==> src/hw/rtl/per_source_pin_lockout_table_core_macros.svh <==
// Assertion macros for the per-source PIN lockout table core.
// Included by the top level; no other dependencies.
`ifndef PER_SOURCE_PIN_LOCKOUT_TABLE_CORE_MACROS_SVH
`define PER_SOURCE_PIN_LOCKOUT_TABLE_CORE_MACROS_SVH

// same-cycle implication, disabled while reset is asserted
`define PSLT_ASSERT_SAME(label, clk, rstn, ante, cons) \
    label: assert property (@(posedge clk) disable iff (!rstn) (ante) |-> (cons)) \
        else $error("pslt: same-cycle check failed");

// next-cycle implication, disabled while reset is asserted
`define PSLT_ASSERT_NEXT(label, clk, rstn, ante, cons) \
    label: assert property (@(posedge clk) disable iff (!rstn) (ante) |=> (cons)) \
        else $error("pslt: next-cycle check failed");

`endif

==> src/hw/rtl/pslt_pkg.sv <==
// Package for the per-source PIN lockout table: widths, codes, table row and config types.
// No dependencies.
package pslt_pkg;

    // field widths
    localparam int ADDR_W     = 32;
    localparam int TIME_W     = 48;
    localparam int PIN_W      = 20;
    localparam int CNT_W      = 4;
    localparam int BASE_W     = 30;
    localparam int OUTC_W     = 2;
    localparam int SLOT_W     = 3;
    localparam int CFG_IDX_W  = 8;
    localparam int CFG_DATA_W = 32;

    // lock length: base shifted by at most 15
    localparam int LEN_W = BASE_W + (1 << CNT_W) - 1;

    localparam logic [TIME_W-1:0] TIME_MAX = '1;
    localparam logic [CNT_W-1:0]  MISS_MAX = '1;

    // register reset values
    localparam logic [PIN_W-1:0]  PIN_RST        = '0;
    localparam logic [CNT_W-1:0]  FAIL_LIMIT_RST = 4'd5;
    localparam logic [BASE_W-1:0] BASE_RST       = 30'd30000000;
    localparam logic [CNT_W-1:0]  MAX_LEVEL_RST  = 4'd5;

    // register indexes on the config port
    typedef enum logic [CFG_IDX_W-1:0] {
        REG_PAIRING_PIN  = 8'd0,
        REG_FAIL_LIMIT   = 8'd1,
        REG_LOCKOUT_BASE = 8'd2,
        REG_MAX_LEVEL    = 8'd3
    } cfg_reg_t;

    // result codes
    typedef enum logic [OUTC_W-1:0] {
        OUT_LOCKED       = 2'd0,
        OUT_PAIRED       = 2'd1,
        OUT_WRONG        = 2'd2,
        OUT_WRONG_LOCKED = 2'd3
    } outcome_t;

    // sequencer states
    typedef enum logic [2:0] {
        ST_IDLE,
        ST_SCAN,
        ST_EVAL,
        ST_ADD,
        ST_WRITE
    } seq_state_t;

    // one table row; last_seen of zero marks an empty entry
    typedef struct packed {
        logic [ADDR_W-1:0] addr;
        logic [CNT_W-1:0]  misses;
        logic [CNT_W-1:0]  level;
        logic [TIME_W-1:0] unlock;
        logic [TIME_W-1:0] last_seen;
    } entry_row_t;

    // configuration register set
    typedef struct packed {
        logic [PIN_W-1:0]  pairing_pin;
        logic [CNT_W-1:0]  fail_limit;
        logic [BASE_W-1:0] lockout_base;
        logic [CNT_W-1:0]  max_level;
    } cfg_regs_t;

endpackage

==> src/hw/rtl/per_source_pin_lockout_table_core.sv <==
// Top level of the per-source PIN lockout table: config registers, sequencer, entry table.
// Depends on pslt_pkg, pslt_table, pslt_seq and the assertion macro header.
//
//   channel  | direction | handshake           | payload
//   ---------+-----------+---------------------+---------------------------------------------
//   s_       | in        | s_valid / s_ready   | src_addr, now_us, pin_present, entered_pin
//   m_       | out       | m_valid / m_ready   | outcome, slot_used
//   cfg_     | in        | cfg_valid/cfg_ready | cfg_index, cfg_data
//
// One word at a time: the scan reads one table row per cycle through the table's single
// read port and stops early on a match; the next word is accepted only once the sequencer
// is back in idle after the write-back.
// The result register frees the input side; a stalled m_ready holds only the write-back step.
// Reset is synchronous and clears the table through per-row valid bits, no clearing pass.
// Config writes are taken in every cycle.
`include "per_source_pin_lockout_table_core_macros.svh"

module per_source_pin_lockout_table_core #(
    parameter int TABLE_ENTRIES = 8
) (
    input  logic                            aclk,
    input  logic                            aresetn,
    input  logic                            cfg_valid,
    output logic                            cfg_ready,
    input  logic [pslt_pkg::CFG_IDX_W-1:0]  cfg_index,
    input  logic [pslt_pkg::CFG_DATA_W-1:0] cfg_data,
    input  logic                            s_valid,
    output logic                            s_ready,
    input  logic [pslt_pkg::ADDR_W-1:0]     s_src_addr,
    input  logic [pslt_pkg::TIME_W-1:0]     s_now_us,
    input  logic                            s_pin_present,
    input  logic [pslt_pkg::PIN_W-1:0]      s_entered_pin,
    output logic                            m_valid,
    input  logic                            m_ready,
    output logic [pslt_pkg::OUTC_W-1:0]     m_outcome,
    output logic [pslt_pkg::SLOT_W-1:0]     m_slot_used
);
    import pslt_pkg::*;

    localparam int IDX_W = (TABLE_ENTRIES > 1) ? $clog2(TABLE_ENTRIES) : 1;

    cfg_regs_t        cfg_reg, cfg_next;
    logic [IDX_W-1:0] tbl_rd_addr;
    entry_row_t       tbl_rd_row;
    logic             tbl_wr_en;
    logic [IDX_W-1:0] tbl_wr_addr;
    entry_row_t       tbl_wr_row;

    // config register writes; unknown indexes are dropped
    always_comb begin
        cfg_next = cfg_reg;
        if (cfg_valid) begin
            unique case (cfg_index)
                REG_PAIRING_PIN:  cfg_next.pairing_pin  = cfg_data[PIN_W-1:0];
                REG_FAIL_LIMIT:   cfg_next.fail_limit   = cfg_data[CNT_W-1:0];
                REG_LOCKOUT_BASE: cfg_next.lockout_base = cfg_data[BASE_W-1:0];
                REG_MAX_LEVEL:    cfg_next.max_level    = cfg_data[CNT_W-1:0];
                default:          cfg_next = cfg_reg;
            endcase
        end
    end

    always_ff @(posedge aclk) begin
        if (!aresetn) begin
            cfg_reg.pairing_pin  <= PIN_RST;
            cfg_reg.fail_limit   <= FAIL_LIMIT_RST;
            cfg_reg.lockout_base <= BASE_RST;
            cfg_reg.max_level    <= MAX_LEVEL_RST;
        end else begin
            cfg_reg <= cfg_next;
        end
    end

    assign cfg_ready = 1'b1;

    // sequencer with shared comparator and result register
    pslt_seq #(
        .DEPTH (TABLE_ENTRIES)
    ) u_seq (
        .aclk          (aclk),
        .aresetn       (aresetn),
        .cfg           (cfg_reg),
        .s_valid       (s_valid),
        .s_ready       (s_ready),
        .s_src_addr    (s_src_addr),
        .s_now_us      (s_now_us),
        .s_pin_present (s_pin_present),
        .s_entered_pin (s_entered_pin),
        .m_valid       (m_valid),
        .m_ready       (m_ready),
        .m_outcome     (m_outcome),
        .m_slot_used   (m_slot_used),
        .tbl_rd_addr   (tbl_rd_addr),
        .tbl_rd_row    (tbl_rd_row),
        .tbl_wr_en     (tbl_wr_en),
        .tbl_wr_addr   (tbl_wr_addr),
        .tbl_wr_row    (tbl_wr_row)
    );

    // per-source entry table
    pslt_table #(
        .DEPTH (TABLE_ENTRIES)
    ) u_table (
        .aclk    (aclk),
        .aresetn (aresetn),
        .rd_addr (tbl_rd_addr),
        .rd_row  (tbl_rd_row),
        .wr_en   (tbl_wr_en),
        .wr_addr (tbl_wr_addr),
        .wr_row  (tbl_wr_row)
    );

    // an accepted word keeps the input closed while it is scanned
    `PSLT_ASSERT_NEXT(a_busy_after_accept, aclk, aresetn, s_valid && s_ready, !s_ready)
    // a new result only comes out of the busy write-back step
    `PSLT_ASSERT_SAME(a_result_after_busy, aclk, aresetn, $rose(m_valid), $past(!s_ready))
    // the reported slot lies inside the table
    `PSLT_ASSERT_SAME(a_slot_in_range, aclk, aresetn, m_valid, 32'(m_slot_used) < TABLE_ENTRIES)

endmodule

==> src/hw/rtl/pslt_cmp.sv <==
// Shared 48-bit magnitude comparator, time-multiplexed by the sequencer.
// Depends on pslt_pkg.
module pslt_cmp (
    input  logic [pslt_pkg::TIME_W-1:0] a,
    input  logic [pslt_pkg::TIME_W-1:0] b,
    output logic                        lt
);
    import pslt_pkg::*;

    // unsigned a < b
    assign lt = (a < b);

endmodule

==> src/hw/rtl/pslt_table.sv <==
// Entry table: one row per source, one write and one registered read per cycle.
// Per-row valid flops give reset-to-zero rows without a clearing pass. Depends on pslt_pkg.
module pslt_table #(
    parameter int  DEPTH = 8,
    localparam int IDX_W = (DEPTH > 1) ? $clog2(DEPTH) : 1
) (
    input  logic                 aclk,
    input  logic                 aresetn,
    input  logic [IDX_W-1:0]     rd_addr,
    output pslt_pkg::entry_row_t rd_row,
    input  logic                 wr_en,
    input  logic [IDX_W-1:0]     wr_addr,
    input  pslt_pkg::entry_row_t wr_row
);
    import pslt_pkg::*;

    entry_row_t             row_mem_reg [DEPTH];
    logic       [DEPTH-1:0] row_vld_reg;
    entry_row_t             rd_row_reg;
    logic                   rd_vld_reg;

    // row storage and registered read
    always_ff @(posedge aclk) begin
        if (wr_en) begin
            row_mem_reg[wr_addr] <= wr_row;
        end
        rd_row_reg <= row_mem_reg[rd_addr];
    end

    // valid bits, cleared by reset
    always_ff @(posedge aclk) begin
        if (!aresetn) begin
            row_vld_reg <= '0;
            rd_vld_reg  <= 1'b0;
        end else begin
            if (wr_en) begin
                row_vld_reg[wr_addr] <= 1'b1;
            end
            rd_vld_reg <= row_vld_reg[rd_addr];
        end
    end

    // a never-written row reads as all zero
    assign rd_row = rd_vld_reg ? rd_row_reg : '0;

endmodule

==> src/hw/rtl/pslt_seq.sv <==
// Sequencer: scans the table one row per cycle, then evaluates, adds and writes back.
// Holds the result word register. Depends on pslt_pkg, pslt_cmp.
module pslt_seq #(
    parameter int  DEPTH = 8,
    localparam int IDX_W = (DEPTH > 1) ? $clog2(DEPTH) : 1
) (
    input  logic                          aclk,
    input  logic                          aresetn,
    input  pslt_pkg::cfg_regs_t           cfg,
    input  logic                          s_valid,
    output logic                          s_ready,
    input  logic [pslt_pkg::ADDR_W-1:0]   s_src_addr,
    input  logic [pslt_pkg::TIME_W-1:0]   s_now_us,
    input  logic                          s_pin_present,
    input  logic [pslt_pkg::PIN_W-1:0]    s_entered_pin,
    output logic                          m_valid,
    input  logic                          m_ready,
    output logic [pslt_pkg::OUTC_W-1:0]   m_outcome,
    output logic [pslt_pkg::SLOT_W-1:0]   m_slot_used,
    output logic [IDX_W-1:0]              tbl_rd_addr,
    input  pslt_pkg::entry_row_t          tbl_rd_row,
    output logic                          tbl_wr_en,
    output logic [IDX_W-1:0]              tbl_wr_addr,
    output pslt_pkg::entry_row_t          tbl_wr_row
);
    import pslt_pkg::*;

    localparam logic [IDX_W:0]   ISSUE_END = (IDX_W + 1)'(DEPTH);
    localparam logic [IDX_W-1:0] LAST_IDX  = IDX_W'(DEPTH - 1);

    seq_state_t state_reg, state_next;

    // captured request word
    logic [ADDR_W-1:0] ip_reg, ip_next;
    logic [TIME_W-1:0] now_reg, now_next;
    logic              present_reg, present_next;
    logic [PIN_W-1:0]  pin_reg, pin_next;

    // scan pipeline
    logic [IDX_W:0]    issue_reg, issue_next;
    logic              pend_vld_reg, pend_vld_next;
    logic [IDX_W-1:0]  pend_idx_reg, pend_idx_next;
    logic [TIME_W-1:0] best_ls_reg, best_ls_next;
    logic [IDX_W-1:0]  victim_reg, victim_next;

    // chosen entry and evaluation results
    entry_row_t        cur_row_reg, cur_row_next;
    logic [IDX_W-1:0]  cur_idx_reg, cur_idx_next;
    logic              locked_reg, locked_next;
    logic              pin_ok_reg, pin_ok_next;
    logic              reach_reg, reach_next;
    logic              lvl_below_reg, lvl_below_next;
    logic [CNT_W:0]    misses1_reg, misses1_next;
    logic [LEN_W-1:0]  len_reg, len_next;
    logic [TIME_W-1:0] until_reg, until_next;

    // result word
    logic              m_valid_reg, m_valid_next;
    outcome_t          m_outcome_reg, m_outcome_next;
    logic [SLOT_W-1:0] m_slot_reg, m_slot_next;

    // shared comparator operands
    logic [TIME_W-1:0] cmp_a, cmp_b;
    logic              cmp_lt;

    logic [TIME_W:0]   sum;
    logic [CNT_W-1:0]  shift;
    logic              hit;
    logic              take;

    pslt_cmp u_cmp (
        .a  (cmp_a),
        .b  (cmp_b),
        .lt (cmp_lt)
    );

    // comparator operand select per state
    always_comb begin
        unique case (state_reg)
            ST_SCAN: begin
                cmp_a = tbl_rd_row.last_seen;
                cmp_b = best_ls_reg;
            end
            ST_EVAL: begin
                cmp_a = now_reg;
                cmp_b = cur_row_reg.unlock;
            end
            default: begin
                cmp_a = now_reg;
                cmp_b = until_reg;
            end
        endcase
    end

    // scan-time match and victim pick (smallest last_seen wins, a tie keeps the lower row)
    assign hit  = pend_vld_reg && (tbl_rd_row.last_seen != '0) && (tbl_rd_row.addr == ip_reg);
    assign take = (pend_idx_reg == '0) || cmp_lt;

    // lock length and saturating unlock time
    assign shift = (cur_row_reg.level < cfg.max_level) ? cur_row_reg.level : cfg.max_level;
    assign sum   = {1'b0, now_reg} + (TIME_W + 1)'(len_reg);

    // next state and datapath
    always_comb begin
        state_next     = state_reg;
        ip_next        = ip_reg;
        now_next       = now_reg;
        present_next   = present_reg;
        pin_next       = pin_reg;
        issue_next     = issue_reg;
        pend_vld_next  = pend_vld_reg;
        pend_idx_next  = pend_idx_reg;
        best_ls_next   = best_ls_reg;
        victim_next    = victim_reg;
        cur_row_next   = cur_row_reg;
        cur_idx_next   = cur_idx_reg;
        locked_next    = locked_reg;
        pin_ok_next    = pin_ok_reg;
        reach_next     = reach_reg;
        lvl_below_next = lvl_below_reg;
        misses1_next   = misses1_reg;
        len_next       = len_reg;
        until_next     = until_reg;
        m_valid_next   = m_valid_reg && !m_ready;
        m_outcome_next = m_outcome_reg;
        m_slot_next    = m_slot_reg;
        tbl_rd_addr    = '0;
        tbl_wr_en      = 1'b0;
        tbl_wr_addr    = cur_idx_reg;
        tbl_wr_row     = cur_row_reg;

        unique case (state_reg)
            ST_IDLE: begin
                if (s_valid) begin
                    ip_next       = s_src_addr;
                    now_next      = s_now_us;
                    present_next  = s_pin_present;
                    pin_next      = s_entered_pin;
                    issue_next    = '0;
                    pend_vld_next = 1'b0;
                    state_next    = ST_SCAN;
                end
            end

            ST_SCAN: begin
                // issue the next row read
                if (issue_reg < ISSUE_END) begin
                    tbl_rd_addr   = issue_reg[IDX_W-1:0];
                    issue_next    = issue_reg + 1'b1;
                    pend_vld_next = 1'b1;
                    pend_idx_next = issue_reg[IDX_W-1:0];
                end else begin
                    pend_vld_next = 1'b0;
                end
                // check the row that came back
                if (pend_vld_reg) begin
                    if (take) begin
                        best_ls_next = tbl_rd_row.last_seen;
                        victim_next  = pend_idx_reg;
                    end
                    if (hit) begin
                        cur_row_next = tbl_rd_row;
                        cur_idx_next = pend_idx_reg;
                        state_next   = ST_EVAL;
                    end else if (pend_idx_reg == LAST_IDX) begin
                        cur_idx_next      = take ? pend_idx_reg : victim_reg;
                        cur_row_next      = '0;
                        cur_row_next.addr = ip_reg;
                        state_next        = ST_EVAL;
                    end
                end
            end

            ST_EVAL: begin
                locked_next    = cmp_lt;
                pin_ok_next    = present_reg && (pin_reg == cfg.pairing_pin);
                misses1_next   = {1'b0, cur_row_reg.misses} + 1'b1;
                reach_next     = (({1'b0, cur_row_reg.misses} + 1'b1) >= {1'b0, cfg.fail_limit});
                lvl_below_next = (cur_row_reg.level < cfg.max_level);
                len_next       = LEN_W'(cfg.lockout_base) << shift;
                state_next     = ST_ADD;
            end

            ST_ADD: begin
                until_next = sum[TIME_W] ? TIME_MAX : sum[TIME_W-1:0];
                state_next = ST_WRITE;
            end

            ST_WRITE: begin
                // write back once the result register is free
                if (!m_valid_reg || m_ready) begin
                    tbl_wr_en            = 1'b1;
                    tbl_wr_row.last_seen = now_reg;
                    if (locked_reg) begin
                        m_outcome_next = OUT_LOCKED;
                    end else if (pin_ok_reg) begin
                        tbl_wr_row.misses = '0;
                        tbl_wr_row.level  = '0;
                        tbl_wr_row.unlock = '0;
                        m_outcome_next    = OUT_PAIRED;
                    end else if (reach_reg) begin
                        tbl_wr_row.unlock = until_reg;
                        tbl_wr_row.misses = '0;
                        if (lvl_below_reg) begin
                            tbl_wr_row.level = cur_row_reg.level + 1'b1;
                        end
                        m_outcome_next = cmp_lt ? OUT_WRONG_LOCKED : OUT_WRONG;
                    end else begin
                        tbl_wr_row.misses = misses1_reg[CNT_W] ? MISS_MAX
                                                               : misses1_reg[CNT_W-1:0];
                        m_outcome_next    = OUT_WRONG;
                    end
                    m_slot_next  = SLOT_W'(cur_idx_reg);
                    m_valid_next = 1'b1;
                    state_next   = ST_IDLE;
                end
            end

            default: begin
                state_next = ST_IDLE;
            end
        endcase
    end

    // control registers
    always_ff @(posedge aclk) begin
        if (!aresetn) begin
            state_reg    <= ST_IDLE;
            issue_reg    <= '0;
            pend_vld_reg <= 1'b0;
            m_valid_reg  <= 1'b0;
        end else begin
            state_reg    <= state_next;
            issue_reg    <= issue_next;
            pend_vld_reg <= pend_vld_next;
            m_valid_reg  <= m_valid_next;
        end
    end

    // payload registers
    always_ff @(posedge aclk) begin
        ip_reg        <= ip_next;
        now_reg       <= now_next;
        present_reg   <= present_next;
        pin_reg       <= pin_next;
        pend_idx_reg  <= pend_idx_next;
        best_ls_reg   <= best_ls_next;
        victim_reg    <= victim_next;
        cur_row_reg   <= cur_row_next;
        cur_idx_reg   <= cur_idx_next;
        locked_reg    <= locked_next;
        pin_ok_reg    <= pin_ok_next;
        reach_reg     <= reach_next;
        lvl_below_reg <= lvl_below_next;
        misses1_reg   <= misses1_next;
        len_reg       <= len_next;
        until_reg     <= until_next;
        m_outcome_reg <= m_outcome_next;
        m_slot_reg    <= m_slot_next;
    end

    assign s_ready     = (state_reg == ST_IDLE);
    assign m_valid     = m_valid_reg;
    assign m_outcome   = m_outcome_reg;
    assign m_slot_used = m_slot_reg;

endmodule
==> config.mk <==
export PLATFORM = sky130hd
export DESIGN_NAME = per_source_pin_lockout_table_core
export DESIGN_NICKNAME = d
export VERILOG_FILES = /design/src/hw/rtl/pslt_pkg.sv /design/src/hw/rtl/per_source_pin_lockout_table_core.sv /design/src/hw/rtl/pslt_cmp.sv /design/src/hw/rtl/pslt_table.sv /design/src/hw/rtl/pslt_seq.sv
export VERILOG_INCLUDE_DIRS = /design/src /design/src/hw/rtl
export SDC_FILE = /design/constraint.sdc
export NUM_CORES = 2
export LEC_CHECK = 0
export BUFFER_PORTS_ARGS = -buffer_cell sky130_fd_sc_hd__buf_2
export CORE_UTILIZATION = 60
export DETAILED_ROUTE_END_ITERATION = 16
export PLACE_DENSITY = 0.85
export SYNTH_ARGS = -nofsm -noshare
export SYNTH_HDL_FRONTEND = slang
export SYNTH_SLANG_ARGS = --single-unit
==> constraint.sdc <==
create_clock -name aclk -period 26.7 [get_ports aclk]
set_input_delay 1.335 -clock aclk [delete_from_list [all_inputs] [get_ports aclk]]
set_output_delay 1.335 -clock aclk [all_outputs]
set_load 0.01 [all_outputs]
==> impl_metrics.tcl <==
set metrics [dict create \
    post_route_cells_drive_above_1_share 0.0850 \
    final_hpwl_dp_um 100000 \
    detailroute.via_count 48300 \
    final_cell_mix "edfxtp_1, nand2_1, nand3_1" \
    chipHeight_um 344 \
    report.final.setup_viol 0 \
    maxCapViolations 0 \
    combPwrFrac 0.031 \
    setup.worst_path.end_class "flop" \
    cts_max_path_buffers 3 \
    min_path_type "flop to flop" \
    wirelength_routed_um 183000 \
    yosys.area_share.xor_xnor 0.00836 \
    port_buffers 150 \
    mappedNetlistNets 6116 \
    initial_core_util 0.605 \
    detailedRoute.firstIterationViolations 6570 \
    tritoncts "done" \
    worst_hold_startpoint "u_table.row_vld_reg[4]" \
    postCtsResizedCells 0 \
    layout_min_cycle_time_ns 6.67 \
    via_count_of_the_first_global_routing_pass 47600 \
    yosys_most_used_dff "edfxtp_1" \
    cts_inserted_buffers 163 \
    asyncSetResetFlopFracSynth 0 \
    part_of_the_yosys_area_used_for_sequential_elements 0.698 \
    criticalPathCategory "flop to flop" \
    synthToLayoutAreaGrowth_pct 10.4 \
    clk_tree_root_cell "clkbuf_16" \
    filler_free_cell_count_of_the_finished_design 7554 \
    flop_and_latch_count_out_of_synthesis 1701 \
    synthAdderAreaFrac 0.0187 \
    synth_area_leader_cell "edfxtp_1" \
    vias_per_cell 6.39 \
    numClockSinks 1701 \
    synth_top_area_frac 0.637 \
    net-switching-power_mw 1.14 \
    final_max_slew_viol_count 0 \
    grt_util_all_layers 0.306 \
    synthSimpleGateAreaFrac 0.166 \
    grt_setup_unrepaired "false" \
    critical_path.startpoint_type "flop" \
    synthesis.yosys.warnings 0 \
    htree_num_levels 4 \
    worst-endpoint-required_ns 27.09 \
    die_area_sq_um 118000 \
    setup.worst_path.start "u_table.rd_vld_reg" \
    power.switching_fraction 0.212 \
    peakVddDrop_v 0.0000658 \
    grt_start_max_net_pins 194 \
    timing_worst_slew_pin_value_ns 1.32 \
    worst-endpoint-arrival_ns 7.06 \
    worstReg2RegStart "u_table.rd_vld_reg" \
    synth_top_family_by_area "simple AND/OR/NAND/NOR gates" \
    final.setup.tns_ns 0 \
    fin_crit_sh 0.250 \
    fill_cell_count 7571 \
    synth-edff-count 1489 \
    rows 125 \
    drtPass1Iterations 7 \
    yosysUniqueCellTypes 84 \
    grt.overflow.total 0 \
    mappedNetlistArea_sq_um 70200 \
    dp_cells 7242 \
    run_status "completed" \
    clock_latency_on_the_worst_skew_pair_ns 0.79 \
    synthMuxAreaShare 0.0165 \
    final_net_count 6133 \
    share_clk_of_total_power 0.429 \
    avg_inst_size_synth_sq_um 12.0 \
    relSlewSlack 0.118 \
    finalClockSkew_ns 0.0377 \
    post_cts_hold_buffer_count 0 \
    crit_fanout 53 \
    p_leak_nw 28.0 \
    routed_wire_length_per_instance_um 24.3 \
    synthesis.instances 5866 \
    global_route_wire_length_before_repair_um 273000 \
    clk_pin_slew_worst_paths_ns 0.06 \
    seqPwrFrac 0.540 \
    fmaxAchievable_mhz 150 \
    cts_setup_buffers 0 \
    synth_area_leaders "edfxtp_1, nand2_1, dfxtp_1" \
    routabilityCongestion 0.954 \
    drcViolationCount 0 \
    design.core.area_sq_um 116000 \
    floorplan.io_pins 154 \
    die_x_um 344 \
    synth_compound_area_frac 0.0695 \
    power-per-cell-area_nw_per_um2 69.5 \
    final_hold_viol_count 0 \
    layout_commonest_cell "edfxtp_1" \
    antenna_violations_before_repair 12 \
    largest_reg_flops 1088 \
    postRouteAntennaNets 0 \
    internal-power_mw 4.24 \
]
## synthesized netlist by cell type (11+ instances only)
| master | count |
|---|---|
| edfxtp_1 | 1489 |
| nand2_1 | 1321 |
| nand3_1 | 577 |
| nor2_1 | 489 |
| o21ai_0 | 340 |
| clkbuf_1 | 302 |
| dfxtp_1 | 212 |
| and2_1 | 161 |
| a21oi_1 | 118 |
| mux2i_1 | 109 |
| ha_1 | 103 |
| a22o_1 | 97 |
| inv_1 | 43 |
| a21boi_0 | 42 |
| xnor2_1 | 40 |
| buf_2 | 37 |
| a21o_1 | 35 |
| nor3_1 | 33 |
| xor2_1 | 27 |
| nand4_1 | 24 |
| a31oi_1 | 21 |
| o21a_1 | 18 |
| nor2b_1 | 17 |
| nand2b_1 | 16 |
| nor4_1 | 16 |
| o22ai_1 | 14 |
| buf_1 | 11 |
| buf_4 | 11 |
## logic make-up after synthesis
family / count (synthesis)
adder cells (fa/ha/maj): 104
XOR/XNOR: 67
flip-flops: 1701
AO/OA/AOI/OAI: 776
buffers and inverters: 406
AND/OR/NAND/NOR: 2696
multiplexers: 115
other: 1
## path summary, 6_finish.rpt
path,slack [ns],cells after the start,endpoint
setup / recovery,20.03,11,u_seq.cur_row_reg[10]
hold / removal,0.47,1,u_table.row_vld_reg[4]
setup reg to reg,20.03,11,u_seq.cur_row_reg[10]
hold reg to reg,0.47,1,u_table.row_vld_reg[4]
## power by group through the flow
stage	Clock, mW	Combinational (mW)	Sequential, mW
2_1_floorplan	0	0.108	2.95
3_3_place_gp	0	0.153	2.96
3_5_place_dp	0	0.159	2.96
4_1_cts	2.32	0.162	2.91
5_1_grt	2.42	0.179	2.91
6_report	2.31	0.165	2.91
## routing by layer
| layer | track usage | routed length (um) | vias up |
|---|---|---|---|
| met5 | 0 | 81 | - |
| met4 | 0.170 | 10000 | 12 |
| met3 | 0.0574 | 20000 | 642 |
| met2 | 0.506 | 89100 | 3349 |
| met1 | 0.382 | 64100 | 23300 |
| li1 | - | - | 21000 |
## per-stage QoR
step	util	power [mW]	worst slack (ns)	hold WS [ns]	instance area, sq um
6_report	0.668	5.39	20.03	0.467	77500
5_1_grt	0.667	5.50	19.77	0.475	77500
4_1_cts	0.667	5.39	20.16	0.467	77400
3_5_place_dp	0.621	3.12	20.22	0.453	72100
3_3_place_gp	0.621	3.12	20.33	0.441	72100
2_1_floorplan	-	3.06	11.12	0.432	70200
## area by class of cell
type / instances / area, sq um / share of cell area
sequential: 1701 / 49000 / 0.632
inverter: 44 / 168 / 0.00216
clock buffer: 233 / 4610 / 0.0595
clock inverter: 73 / 786 / 0.0101
timing repair buffer: 214 / 1290 / 0.0167
antenna: 6 / 15.0 / 0.000194
tap: 1524 / 1910 / 0.0246
multi-input combinational: 3759 / 19700 / 0.255
## worst max-delay path, stage by stage (launching register included)
cell,delay [ns]
dfxtp_2,0.71
buf_4,0.61
inv_1,0.30
o32ai_1,0.33
nand4_1,0.16
or4_4,0.60
nor4b_4,0.24
buf_4,0.61
a31o_2,0.22
and2_4,0.81
buf_4,0.70
buf_4,0.85
No activity file was read; power rests on OpenSTA's default activity.
